--- config.mk ---
export PLATFORM = sky130hd
export DESIGN_NAME = waypoint_go_to_goal_controller_top
export DESIGN_NICKNAME = d
export VERILOG_FILES = /design/src/hdl/wgc_pkg.sv /design/src/hdl/wgc_mul.sv /design/src/hdl/wgc_isqrt.sv /design/src/hdl/wgc_cordic.sv /design/src/hdl/waypoint_go_to_goal_controller_top.sv
export SDC_FILE = /design/constraint.sdc
export NUM_CORES = 2
export LEC_CHECK = 0
export ABC_CLOCK_PERIOD_IN_PS = 18100
export BUFFER_PORTS_ARGS = -buffer_cell sky130_fd_sc_hd__buf_2
export CAP_MARGIN = 5
export CORE_UTILIZATION = 25
export DETAILED_ROUTE_END_ITERATION = 6
export HOLD_SLACK_MARGIN = 0.02
export SYNTH_ARGS = -nofsm -noshare
export SYNTH_HDL_FRONTEND = slang
export SYNTH_HIERARCHICAL = 1
export SYNTH_SLANG_ARGS = --single-unit
--- constraint.sdc ---
create_clock -name clk -period 18.1 [get_ports clk]
set_input_delay 1.81 -clock clk [delete_from_list [all_inputs] [get_ports clk]]
set_output_delay 1.81 -clock clk [all_outputs]
set_load 0.02 [all_outputs]
--- src/hdl/wgc_pkg.sv ---
// Shared types, constants and tables for the go-to-goal controller.
package wgc_pkg;

	localparam int NUM_GOALS    = 4;
	localparam int CORDIC_STEPS = 16;
	localparam int CW           = 34;
	localparam int MUL_W        = 21;
	localparam int PROD_W       = 2 * MUL_W;
	localparam int ROOT_W       = 17;
	localparam int RAD_W        = 34;
	localparam int DIFF_W       = 20;

	localparam longint PI_Q30      = 64'sd3373259426;
	localparam longint HALF_PI_Q30 = 64'sd1686629713;

	localparam logic [30:0] ATAN_Q30 [CORDIC_STEPS] = '{
		31'd843314857, 31'd497837829, 31'd263043837, 31'd133525159,
		31'd67021687,  31'd33543516,  31'd16775851,  31'd8388437,
		31'd4194283,   31'd2097149,   31'd1048576,   31'd524288,
		31'd262144,    31'd131072,    31'd65536,     31'd32768
	};

	localparam logic [31:0] GOAL_RESET [NUM_GOALS] = '{
		32'd268447744, 32'd1342185472, 32'd536911872, 32'd1476417536
	};
	localparam logic [2:0]  GOAL_COUNT_RESET = 3'd4;
	localparam logic [15:0] TOLERANCE_RESET  = 16'd410;
	localparam logic [15:0] GAIN_LIN_RESET   = 16'd6144;
	localparam logic [15:0] GAIN_ANG_RESET   = 16'd24576;

	localparam logic signed [PROD_W-1:0] LIN_MAX = PROD_W'(262143);
	localparam logic signed [PROD_W-1:0] ANG_MAX = PROD_W'(262143);
	localparam logic signed [PROD_W-1:0] ANG_MIN = -PROD_W'(262144);

	localparam logic OP_POSE = 1'b0;
	localparam logic OP_TICK = 1'b1;

	typedef enum logic [2:0] {
		REG_GOAL_0,
		REG_GOAL_1,
		REG_GOAL_2,
		REG_GOAL_3,
		REG_GOAL_COUNT,
		REG_TOLERANCE,
		REG_GAIN_LIN,
		REG_GAIN_ANG
	} wgc_reg_t;

	typedef struct packed {
		logic load;
		logic step;
	} wgc_iter_ctl_t;

endpackage

--- src/hdl/wgc_mul.sv ---
// Shared signed multiplier with registered product.
module wgc_mul (
	input  logic                                 clk,
	input  logic signed [wgc_pkg::MUL_W-1:0]     a,
	input  logic signed [wgc_pkg::MUL_W-1:0]     b,
	output logic signed [wgc_pkg::PROD_W-1:0]    p_q
);
	import wgc_pkg::*;

	always_ff @(posedge clk) begin
		p_q <= a * b;
	end

endmodule

--- src/hdl/wgc_isqrt.sv ---
// Bitwise restoring integer square root, one result bit per step.
module wgc_isqrt (
	input  logic                                clk,
	input  wgc_pkg::wgc_iter_ctl_t              ctl,
	input  logic [wgc_pkg::RAD_W-1:0]           radicand,
	output logic [wgc_pkg::ROOT_W-1:0]          root_q
);
	import wgc_pkg::*;

	logic [RAD_W-1:0] rad_q;
	logic [20:0]      rem_q;
	logic [20:0]      rem_sh;
	logic [20:0]      trial;
	logic             ge;

	assign rem_sh = {rem_q[18:0], rad_q[RAD_W-1 -: 2]};
	assign trial  = {2'b00, root_q, 2'b01};
	assign ge     = rem_sh >= trial;

	always_ff @(posedge clk) begin
		if (ctl.load) begin
			rad_q  <= radicand;
			rem_q  <= '0;
			root_q <= '0;
		end else if (ctl.step) begin
			rad_q  <= {rad_q[RAD_W-3:0], 2'b00};
			rem_q  <= ge ? (rem_sh - trial) : rem_sh;
			root_q <= {root_q[ROOT_W-2:0], ge};
		end
	end

endmodule

--- src/hdl/wgc_cordic.sv ---
// Iterative CORDIC vectoring unit giving the bearing of an offset vector.
module wgc_cordic #(
	parameter int FRAC_BITS = 12
) (
	input  logic                                  clk,
	input  logic                                  arst_n,
	input  wgc_pkg::wgc_iter_ctl_t                ctl,
	input  logic signed [16:0]                    dx,
	input  logic signed [16:0]                    dy,
	output logic signed [wgc_pkg::DIFF_W-1:0]     bearing
);
	import wgc_pkg::*;

	localparam int                    SH  = 30 - FRAC_BITS;
	localparam logic signed [CW-1:0]  RND = CW'(64'sd1 <<< (29 - FRAC_BITS));
	localparam logic signed [CW-1:0]  HALF_PI = CW'(HALF_PI_Q30);

	logic signed [CW-1:0] x_q, y_q, z_q;
	logic [3:0]           i_q;
	logic signed [16:0]   x0, y0;
	logic signed [CW-1:0] z0;
	logic signed [CW-1:0] xs, ys, at;
	logic signed [CW-1:0] bsum, bshift;

	always_comb begin
		if (dx < 0) begin
			if (dy >= 0) begin
				x0 = dy;
				y0 = -dx;
				z0 = HALF_PI;
			end else begin
				x0 = -dy;
				y0 = dx;
				z0 = -HALF_PI;
			end
		end else begin
			x0 = dx;
			y0 = dy;
			z0 = '0;
		end
	end

	assign xs     = x_q >>> i_q;
	assign ys     = y_q >>> i_q;
	assign at     = $signed({3'b000, ATAN_Q30[i_q]});
	assign bsum   = z_q + RND;
	assign bshift = bsum >>> SH;
	assign bearing = bshift[DIFF_W-1:0];

	always_ff @(posedge clk or negedge arst_n) begin
		if (!arst_n) begin
			i_q <= '0;
		end else if (ctl.load) begin
			i_q <= '0;
		end else if (ctl.step) begin
			i_q <= i_q + 4'd1;
		end
	end

	always_ff @(posedge clk) begin
		if (ctl.load) begin
			x_q <= {{3{x0[16]}}, x0, 14'd0};
			y_q <= {{3{y0[16]}}, y0, 14'd0};
			z_q <= z0;
		end else if (ctl.step) begin
			if (y_q > 0) begin
				x_q <= x_q + ys;
				y_q <= y_q - xs;
				z_q <= z_q + at;
			end else begin
				x_q <= x_q - ys;
				y_q <= y_q + xs;
				z_q <= z_q - at;
			end
		end
	end

endmodule

--- src/hdl/waypoint_go_to_goal_controller_top.sv ---
// Go-to-goal controller top: configuration, sequencer and result register.
// A pose update, or a tick with no pose or no goal left, stays in S_IDLE. A
// goal-reached tick runs S_SQX, S_SQY, S_TOL, S_CMP, then S_OUT raises its result; a
// motion tick adds S_ITER, S_WRAP (at most one two-pi wrap), S_LIN, S_ANG and S_SAT.
// Input is ready again as the result is raised, later while a previous result waits.
// The 17-step root outlasts the 16-step CORDIC in S_ITER. Reset restores defaults.
module waypoint_go_to_goal_controller_top #(
	parameter int MAX_GOALS = 4,
	parameter int FRAC_BITS = 12
) (
	input  logic               clk,
	input  logic               arst_n,
	input  logic               cfg_we,
	input  logic [2:0]         cfg_index,
	input  logic [31:0]        cfg_wdata,
	input  logic               in_valid,
	output logic               in_ready,
	input  logic               opcode,
	input  logic [15:0]        pose_x,
	input  logic [15:0]        pose_y,
	input  logic signed [14:0] pose_heading,
	output logic               out_valid,
	input  logic               out_ready,
	output logic [17:0]        linear_speed,
	output logic signed [18:0] angular_speed,
	output logic               goal_reached,
	output logic [1:0]         goal_index
);
	import wgc_pkg::*;

	localparam longint                PI_L  = (PI_Q30 + (64'sd1 <<< (29 - FRAC_BITS)))
		>>> (30 - FRAC_BITS);
	localparam logic signed [DIFF_W-1:0] PI_Q     = DIFF_W'(PI_L);
	localparam logic signed [DIFF_W-1:0] TWO_PI_Q = DIFF_W'(2 * PI_L);

	typedef enum logic [3:0] {
		S_IDLE,
		S_SQX,
		S_SQY,
		S_TOL,
		S_CMP,
		S_ITER,
		S_WRAP,
		S_LIN,
		S_ANG,
		S_SAT,
		S_OUT
	} state_t;

	state_t state_q;

	logic [31:0] goal_q [NUM_GOALS];
	logic [2:0]  goal_count_q;
	logic [15:0] tolerance_q, gain_lin_q, gain_ang_q;

	logic [15:0]               stored_x_q, stored_y_q;
	logic signed [14:0]        stored_heading_q;
	logic [2:0]                next_goal_q;

	logic signed [16:0]        dx_q, dy_q;
	logic [RAD_W-1:0]          acc_q;
	logic [1:0]                gi_q;
	logic [4:0]                cnt_q;
	logic signed [DIFF_W-1:0]  diff_q;
	logic [17:0]               lin_q;
	logic signed [18:0]        ang_q;
	logic                      reached_q;

	logic                      out_valid_q;
	logic [17:0]               lin_out_q;
	logic signed [18:0]        ang_out_q;
	logic                      reached_out_q;
	logic [1:0]                gi_out_q;

	logic signed [MUL_W-1:0]   mul_a, mul_b;
	logic signed [PROD_W-1:0]  prod_q, prod_sh;
	logic [ROOT_W-1:0]         root;
	logic signed [DIFF_W-1:0]  bearing;
	wgc_iter_ctl_t             sqrt_ctl, cordic_ctl;

	logic [2:0]                count_eff;
	logic [31:0]               goal_sel;
	logic                      far;

	assign count_eff = (goal_count_q > 3'(MAX_GOALS)) ? 3'(MAX_GOALS) : goal_count_q;
	assign goal_sel  = goal_q[next_goal_q[1:0]];
	assign far       = acc_q > prod_q[RAD_W-1:0];
	assign prod_sh   = prod_q >>> FRAC_BITS;

	assign in_ready      = (state_q == S_IDLE);
	assign out_valid     = out_valid_q;
	assign linear_speed  = lin_out_q;
	assign angular_speed = ang_out_q;
	assign goal_reached  = reached_out_q;
	assign goal_index    = gi_out_q;

	always_comb begin
		case (state_q)
			S_SQX: begin
				mul_a = MUL_W'(dx_q);
				mul_b = MUL_W'(dx_q);
			end
			S_SQY: begin
				mul_a = MUL_W'(dy_q);
				mul_b = MUL_W'(dy_q);
			end
			S_TOL: begin
				mul_a = $signed({5'd0, tolerance_q});
				mul_b = $signed({5'd0, tolerance_q});
			end
			S_LIN: begin
				mul_a = $signed({5'd0, gain_lin_q});
				mul_b = $signed({4'd0, root});
			end
			S_ANG: begin
				mul_a = $signed({5'd0, gain_ang_q});
				mul_b = MUL_W'(diff_q);
			end
			default: begin
				mul_a = '0;
				mul_b = '0;
			end
		endcase
	end

	assign sqrt_ctl.load   = (state_q == S_CMP) && far;
	assign sqrt_ctl.step   = (state_q == S_ITER);
	assign cordic_ctl.load = (state_q == S_CMP) && far;
	assign cordic_ctl.step = (state_q == S_ITER) && !cnt_q[4];

	wgc_mul u_mul (
		.clk (clk),
		.a   (mul_a),
		.b   (mul_b),
		.p_q (prod_q)
	);

	wgc_isqrt u_isqrt (
		.clk      (clk),
		.ctl      (sqrt_ctl),
		.radicand (acc_q),
		.root_q   (root)
	);

	wgc_cordic #(
		.FRAC_BITS (FRAC_BITS)
	) u_cordic (
		.clk     (clk),
		.arst_n  (arst_n),
		.ctl     (cordic_ctl),
		.dx      (dx_q),
		.dy      (dy_q),
		.bearing (bearing)
	);

	always_ff @(posedge clk or negedge arst_n) begin
		if (!arst_n) begin
			for (int k = 0; k < NUM_GOALS; k++) begin
				goal_q[k] <= GOAL_RESET[k];
			end
			goal_count_q <= GOAL_COUNT_RESET;
			tolerance_q  <= TOLERANCE_RESET;
			gain_lin_q   <= GAIN_LIN_RESET;
			gain_ang_q   <= GAIN_ANG_RESET;
		end else if (cfg_we) begin
			case (wgc_reg_t'(cfg_index))
				REG_GOAL_0, REG_GOAL_1, REG_GOAL_2, REG_GOAL_3: begin
					if (int'(cfg_index) < MAX_GOALS) begin
						goal_q[cfg_index[1:0]] <= cfg_wdata;
					end
				end
				REG_GOAL_COUNT: goal_count_q <= cfg_wdata[2:0];
				REG_TOLERANCE:  tolerance_q  <= cfg_wdata[15:0];
				REG_GAIN_LIN:   gain_lin_q   <= cfg_wdata[15:0];
				REG_GAIN_ANG:   gain_ang_q   <= cfg_wdata[15:0];
				default: ;
			endcase
		end
	end

	always_ff @(posedge clk or negedge arst_n) begin
		if (!arst_n) begin
			state_q          <= S_IDLE;
			stored_x_q       <= '0;
			stored_y_q       <= '0;
			stored_heading_q <= '0;
			next_goal_q      <= '0;
			cnt_q            <= '0;
			out_valid_q      <= 1'b0;
		end else begin
			if (out_valid_q && out_ready && state_q != S_OUT) begin
				out_valid_q <= 1'b0;
			end
			case (state_q)
				S_IDLE: begin
					if (in_valid) begin
						if (opcode == OP_POSE) begin
							stored_x_q       <= pose_x;
							stored_y_q       <= pose_y;
							stored_heading_q <= pose_heading;
						end else if (!(stored_x_q == '0 && stored_y_q == '0) &&
							(next_goal_q < count_eff)) begin
							dx_q    <= $signed({1'b0, goal_sel[31:16]})
								- $signed({1'b0, stored_x_q});
							dy_q    <= $signed({1'b0, goal_sel[15:0]})
								- $signed({1'b0, stored_y_q});
							gi_q    <= next_goal_q[1:0];
							state_q <= S_SQX;
						end
					end
				end
				S_SQX: state_q <= S_SQY;
				S_SQY: begin
					acc_q   <= prod_q[RAD_W-1:0];
					state_q <= S_TOL;
				end
				S_TOL: begin
					acc_q   <= acc_q + prod_q[RAD_W-1:0];
					state_q <= S_CMP;
				end
				S_CMP: begin
					if (far) begin
						cnt_q   <= '0;
						state_q <= S_ITER;
					end else begin
						lin_q       <= '0;
						ang_q       <= '0;
						reached_q   <= 1'b1;
						next_goal_q <= next_goal_q + 3'd1;
						state_q     <= S_OUT;
					end
				end
				S_ITER: begin
					cnt_q <= cnt_q + 5'd1;
					if (cnt_q == 5'(CORDIC_STEPS)) begin
						diff_q  <= bearing - DIFF_W'(stored_heading_q);
						state_q <= S_WRAP;
					end
				end
				S_WRAP: begin
					if (diff_q > PI_Q) begin
						diff_q <= diff_q - TWO_PI_Q;
					end else if (diff_q < -PI_Q) begin
						diff_q <= diff_q + TWO_PI_Q;
					end else begin
						state_q <= S_LIN;
					end
				end
				S_LIN: state_q <= S_ANG;
				S_ANG: begin
					lin_q   <= (prod_sh > LIN_MAX) ? 18'h3FFFF : prod_sh[17:0];
					state_q <= S_SAT;
				end
				S_SAT: begin
					if (prod_sh > ANG_MAX) begin
						ang_q <= ANG_MAX[18:0];
					end else if (prod_sh < ANG_MIN) begin
						ang_q <= ANG_MIN[18:0];
					end else begin
						ang_q <= prod_sh[18:0];
					end
					reached_q <= 1'b0;
					state_q   <= S_OUT;
				end
				S_OUT: begin
					if (!out_valid_q || out_ready) begin
						out_valid_q   <= 1'b1;
						lin_out_q     <= lin_q;
						ang_out_q     <= ang_q;
						reached_out_q <= reached_q;
						gi_out_q      <= gi_q;
						state_q       <= S_IDLE;
					end
				end
				default: state_q <= S_IDLE;
			endcase
		end
	end

	a_reached_stops: assert property (@(posedge clk) disable iff (!arst_n)
		(out_valid && goal_reached) |-> (linear_speed == '0 && angular_speed == '0))
		else $error("goal-reached item carries nonzero speed");

	a_goal_advance: assert property (@(posedge clk) disable iff (!arst_n)
		(next_goal_q != $past(next_goal_q)) |-> ($past(state_q) == S_CMP && reached_q))
		else $error("goal index advanced outside a goal-reached decision");

	a_out_from_seq: assert property (@(posedge clk) disable iff (!arst_n)
		$rose(out_valid_q) |-> $past(state_q == S_OUT))
		else $error("result item raised outside the output step");

	a_wrap_done: assert property (@(posedge clk) disable iff (!arst_n)
		(state_q == S_LIN) |-> (diff_q <= PI_Q && diff_q >= -PI_Q))
		else $error("heading error left outside [-pi, pi]");

endmodule
==> flow_summary.yaml <==
setup_path:
  timing.rr.start: "state_q[0]"
  startpoint_type: "register"
  crit_fanout: 105
  rrSetupSlack_ns: 8.88
  endpoint_kind: "register"
  critPathRequiredTime_ns: 18.74
  r2r_cells: 27
  critPathKind: "reg2reg"
  r2r_end: "u_mul/p_q[36]"
  arrival_ns: 9.86
clock_tree:
  numCtsBuffers: 78
  cts.clk_slew.worst_paths_ns: 0.06
  post-cts-setup-buffers: 0
  htreeDepth: 3
  root_buffer: "clkbuf_16"
  clkSinkCount: 625
  cts_hold_buf: 0
  cts_buffer_depth: 3
  cts_resized: 0
  cts_tree: "yes"
  clock_latency_ns: 0.72
synthesis:
  synth.area.top_cells: "fa_1 (16%), edfxtp_1 (14%), dfrtp_1 (9.1%)"
  synthMostInstantiatedCell: "inv_1"
  syn_nets: 7104
  yosys-top-cells-count: "inv_1 (719), nand2_1 (575), fa_1 (467)"
  synth_edf_count: 276
  yosys_warnings: 6
  syn_inst: 6169
  ys_seq_area_frac: 0.275
  synth_ff_type: "edfxtp_1"
  synth_top_cell_by_area: "fa_1"
  syn_area_per_cell_um2: 9.73
  synth_seq_cells: 625
  synth_area_mm2: 0.0600
  synthArstFlopShare: 0.389
  synth_cell_types: 116
  synth_top_area_frac: 0.156
timing:
  max_freq_mhz: 108
  finalSetupTns_ns: 0
  setup_viol: 0
  rsz0062_at_grt: "no"
  finalHoldViolations: 0
  slew_viol_final: 0
  fin_crit_sh: 0.509
  period_minus_slack_ns: 9.22
  fin_worst_skew_ns: 0.0462
  relSlewSlack: 0.175
  tightestPinTransition_ns: 1.24
place:
  hpwlAfterDp_mm: 132
  globalplace.congestion: 0.913
  port_buffers: 129
min_path:
  min_from: "ang_q[11]"
  min_path_type: "reg2reg"
  min_path_cells: 0
  whs_endpoint: "angular_speed[11]"
floorplan:
  start_util: 0.252
  die_w_um: 492
  die_h_um: 492
  fp.coreArea_mm2: 0.238
  io_pins: 130
  fp-row-count: 179
  die-area_mm2: 0.242
layout:
  fill_cells: 25100
  area_growth_syn_to_layout_pct: 10.8
  post-route-util: 0.279
  multi_input_area_mm2: 0.0395
  drive_above_1_share: 0.132
  final_nets: 7067
  regArea_mm2: 0.0165
global_route:
  overflow: 0
  grt_max_degree: 106
  antenna_found_initial: 23
  grt_usage: 0.142
  grt_pass1_wl_mm: 272
  grt_pass1_vias: 46000
outcome:
  status: "finished with violations"
  failed_checks: "design-rule violations"
routing:
  drtPass1Iterations: 7
  totalWireLength_mm: 175
  ant_nets: 0
  drc: 12
  routedWlPerCell_um: 18.7
  via_count: 45900
  via_per_inst: 4.90
  initialDrtViolationCount: 3983
flow_run:
  max_cap_viol_count: 0
[routing by layer]
metal	wire length [um]	vias up	track usage
li1	-	21200	-
met1	78600	23000	0.194
met2	79600	1392	0.226
met3	10600	293	0.0216
met4	6340	26	0.0536
met5	149	-	0
[per-stage QoR]
| stage | hold WS (ns) | worst slack (ns) | area (um2) | cells |
|---|---|---|---|---|
| 4_1_cts | 0.417 | 8.94 | 66500 | 9364 |
| 6_report | 0.416 | 8.88 | 66500 | 9376 |
| 3_3_place_gp | 0.402 | 9.02 | 63800 | 9219 |
| 2_1_floorplan | 0.400 | 10.32 | 60000 | 6169 |
| 3_5_place_dp | 0.405 | 8.94 | 63800 | 9219 |
| 5_1_grt | 0.421 | 8.34 | 66500 | 9373 |
[area by class of cell]
type / count / area share
diodes: 12 / 0.000451
multi-input cells: 4522 / 0.594
flip-flops and latches: 625 / 0.249
clock buffers: 113 / 0.0346
well taps: 3167 / 0.0596
inverters: 724 / 0.0409
repair buffers: 181 / 0.0159
clock inverters: 32 / 0.00593
[state kept, by name (all words and copies together), names as in the netlist, 17 cells and up]
name,count
angular_speed,19
dy_q,17
lin_q,18
goal_q,128
dx_q,17
u_isqrt/rad_q,34
acc_q,34
u_cordic/y_q,34
linear_speed,18
u_isqrt/rem_q,19
diff_q,20
u_cordic/x_q,34
u_cordic/z_q,34
u_isqrt/root_q,17
ang_q,19
u_mul/p_q,42
[worst max-delay path: stages (launching register included)]
cell and delay, ns:
dfrtp_1 0.32, buf_4 0.37, nand2b_1 0.24, nor3_2 0.78
a21oi_1 0.35, inv_2 0.13, buf_4 0.62, nand2_1 0.31
fa_1 0.64, fa_1 0.60, inv_1 0.07, fa_1 0.66
inv_1 0.25, fa_1 0.54, inv_1 0.05, fa_1 0.49
fa_1 0.50, inv_1 0.05, fa_1 0.50, inv_1 0.04
ha_1 0.35, a21o_1 0.19, a21o_1 0.21, nor2_1 0.12
nand4_1 0.14, a31o_2 0.27, a21oi_2 0.14, xnor2_1 0.12
[placed cells by master, fill, tap and decap left out, types with 28 or more instances in the layout]
cell type	synthesis	layout
a211oi_1	40	38
buf_2	18	128
a21oi_1	321	321
o21ai_0	282	282
ha_1	380	380
nand3_1	73	72
nand2b_1	57	56
buf_4	29	51
o211ai_1	46	46
o31ai_1	32	32
a21o_1	97	97
o21a_1	41	41
nor3_1	82	78
a31oi_1	44	43
o21bai_1	47	47
and2_1	222	222
a221o_1	36	36
fa_1	467	467
nand2_1	575	575
mux2_2	292	292
xnor2_1	233	233
mux2i_1	87	87
nand4_1	42	42
and3_1	30	29
xor2_1	110	110
clkbuf_16	0	82
nor2b_1	38	38
edfxtp_1	276	276
dfxtp_1	106	106
o21ai_1	28	28
dfrtp_1	218	212
or3_1	33	33
inv_1	719	716
mux4_2	89	89
nor2_1	365	361
[cell families (layout without fill, tap and decap cells)]
| logic type | count (synthesis) | after routing | synth area share |
|---|---|---|---|
| AOI/OAI and AO/OA | 1208 | 1208 | 0.131 |
| xor gates and xnor gates | 343 | 343 | 0.0500 |
| adders and majority gates | 847 | 847 | 0.235 |
| buffers and inverters | 1022 | 1050 | 0.0682 |
| DFF | 625 | 625 | 0.275 |
| muxes | 483 | 483 | 0.109 |
| other | 0 | 12 | 0 |
| and+or+nand+nor | 1641 | 1641 | 0.132 |
[worst max path at each step]
stage,from,end,slack [ns],cells after the start
4_1_cts,state_q[0],u_mul/p_q[36],8.94,27
6_report,state_q[0],u_mul/p_q[36],8.88,27
3_5_place_dp,state_q[0],u_mul/p_q[36],8.94,27
5_1_grt,state_q[0],u_mul/p_q[39],8.34,26
2_1_floorplan,state_q[2],u_mul/p_q[40],10.32,28
3_3_place_gp,state_q[0],u_mul/p_q[36],9.02,27
Power is not shown: default switching activity piles up to over one toggle a cycle in this logic, so the estimate is an artifact.
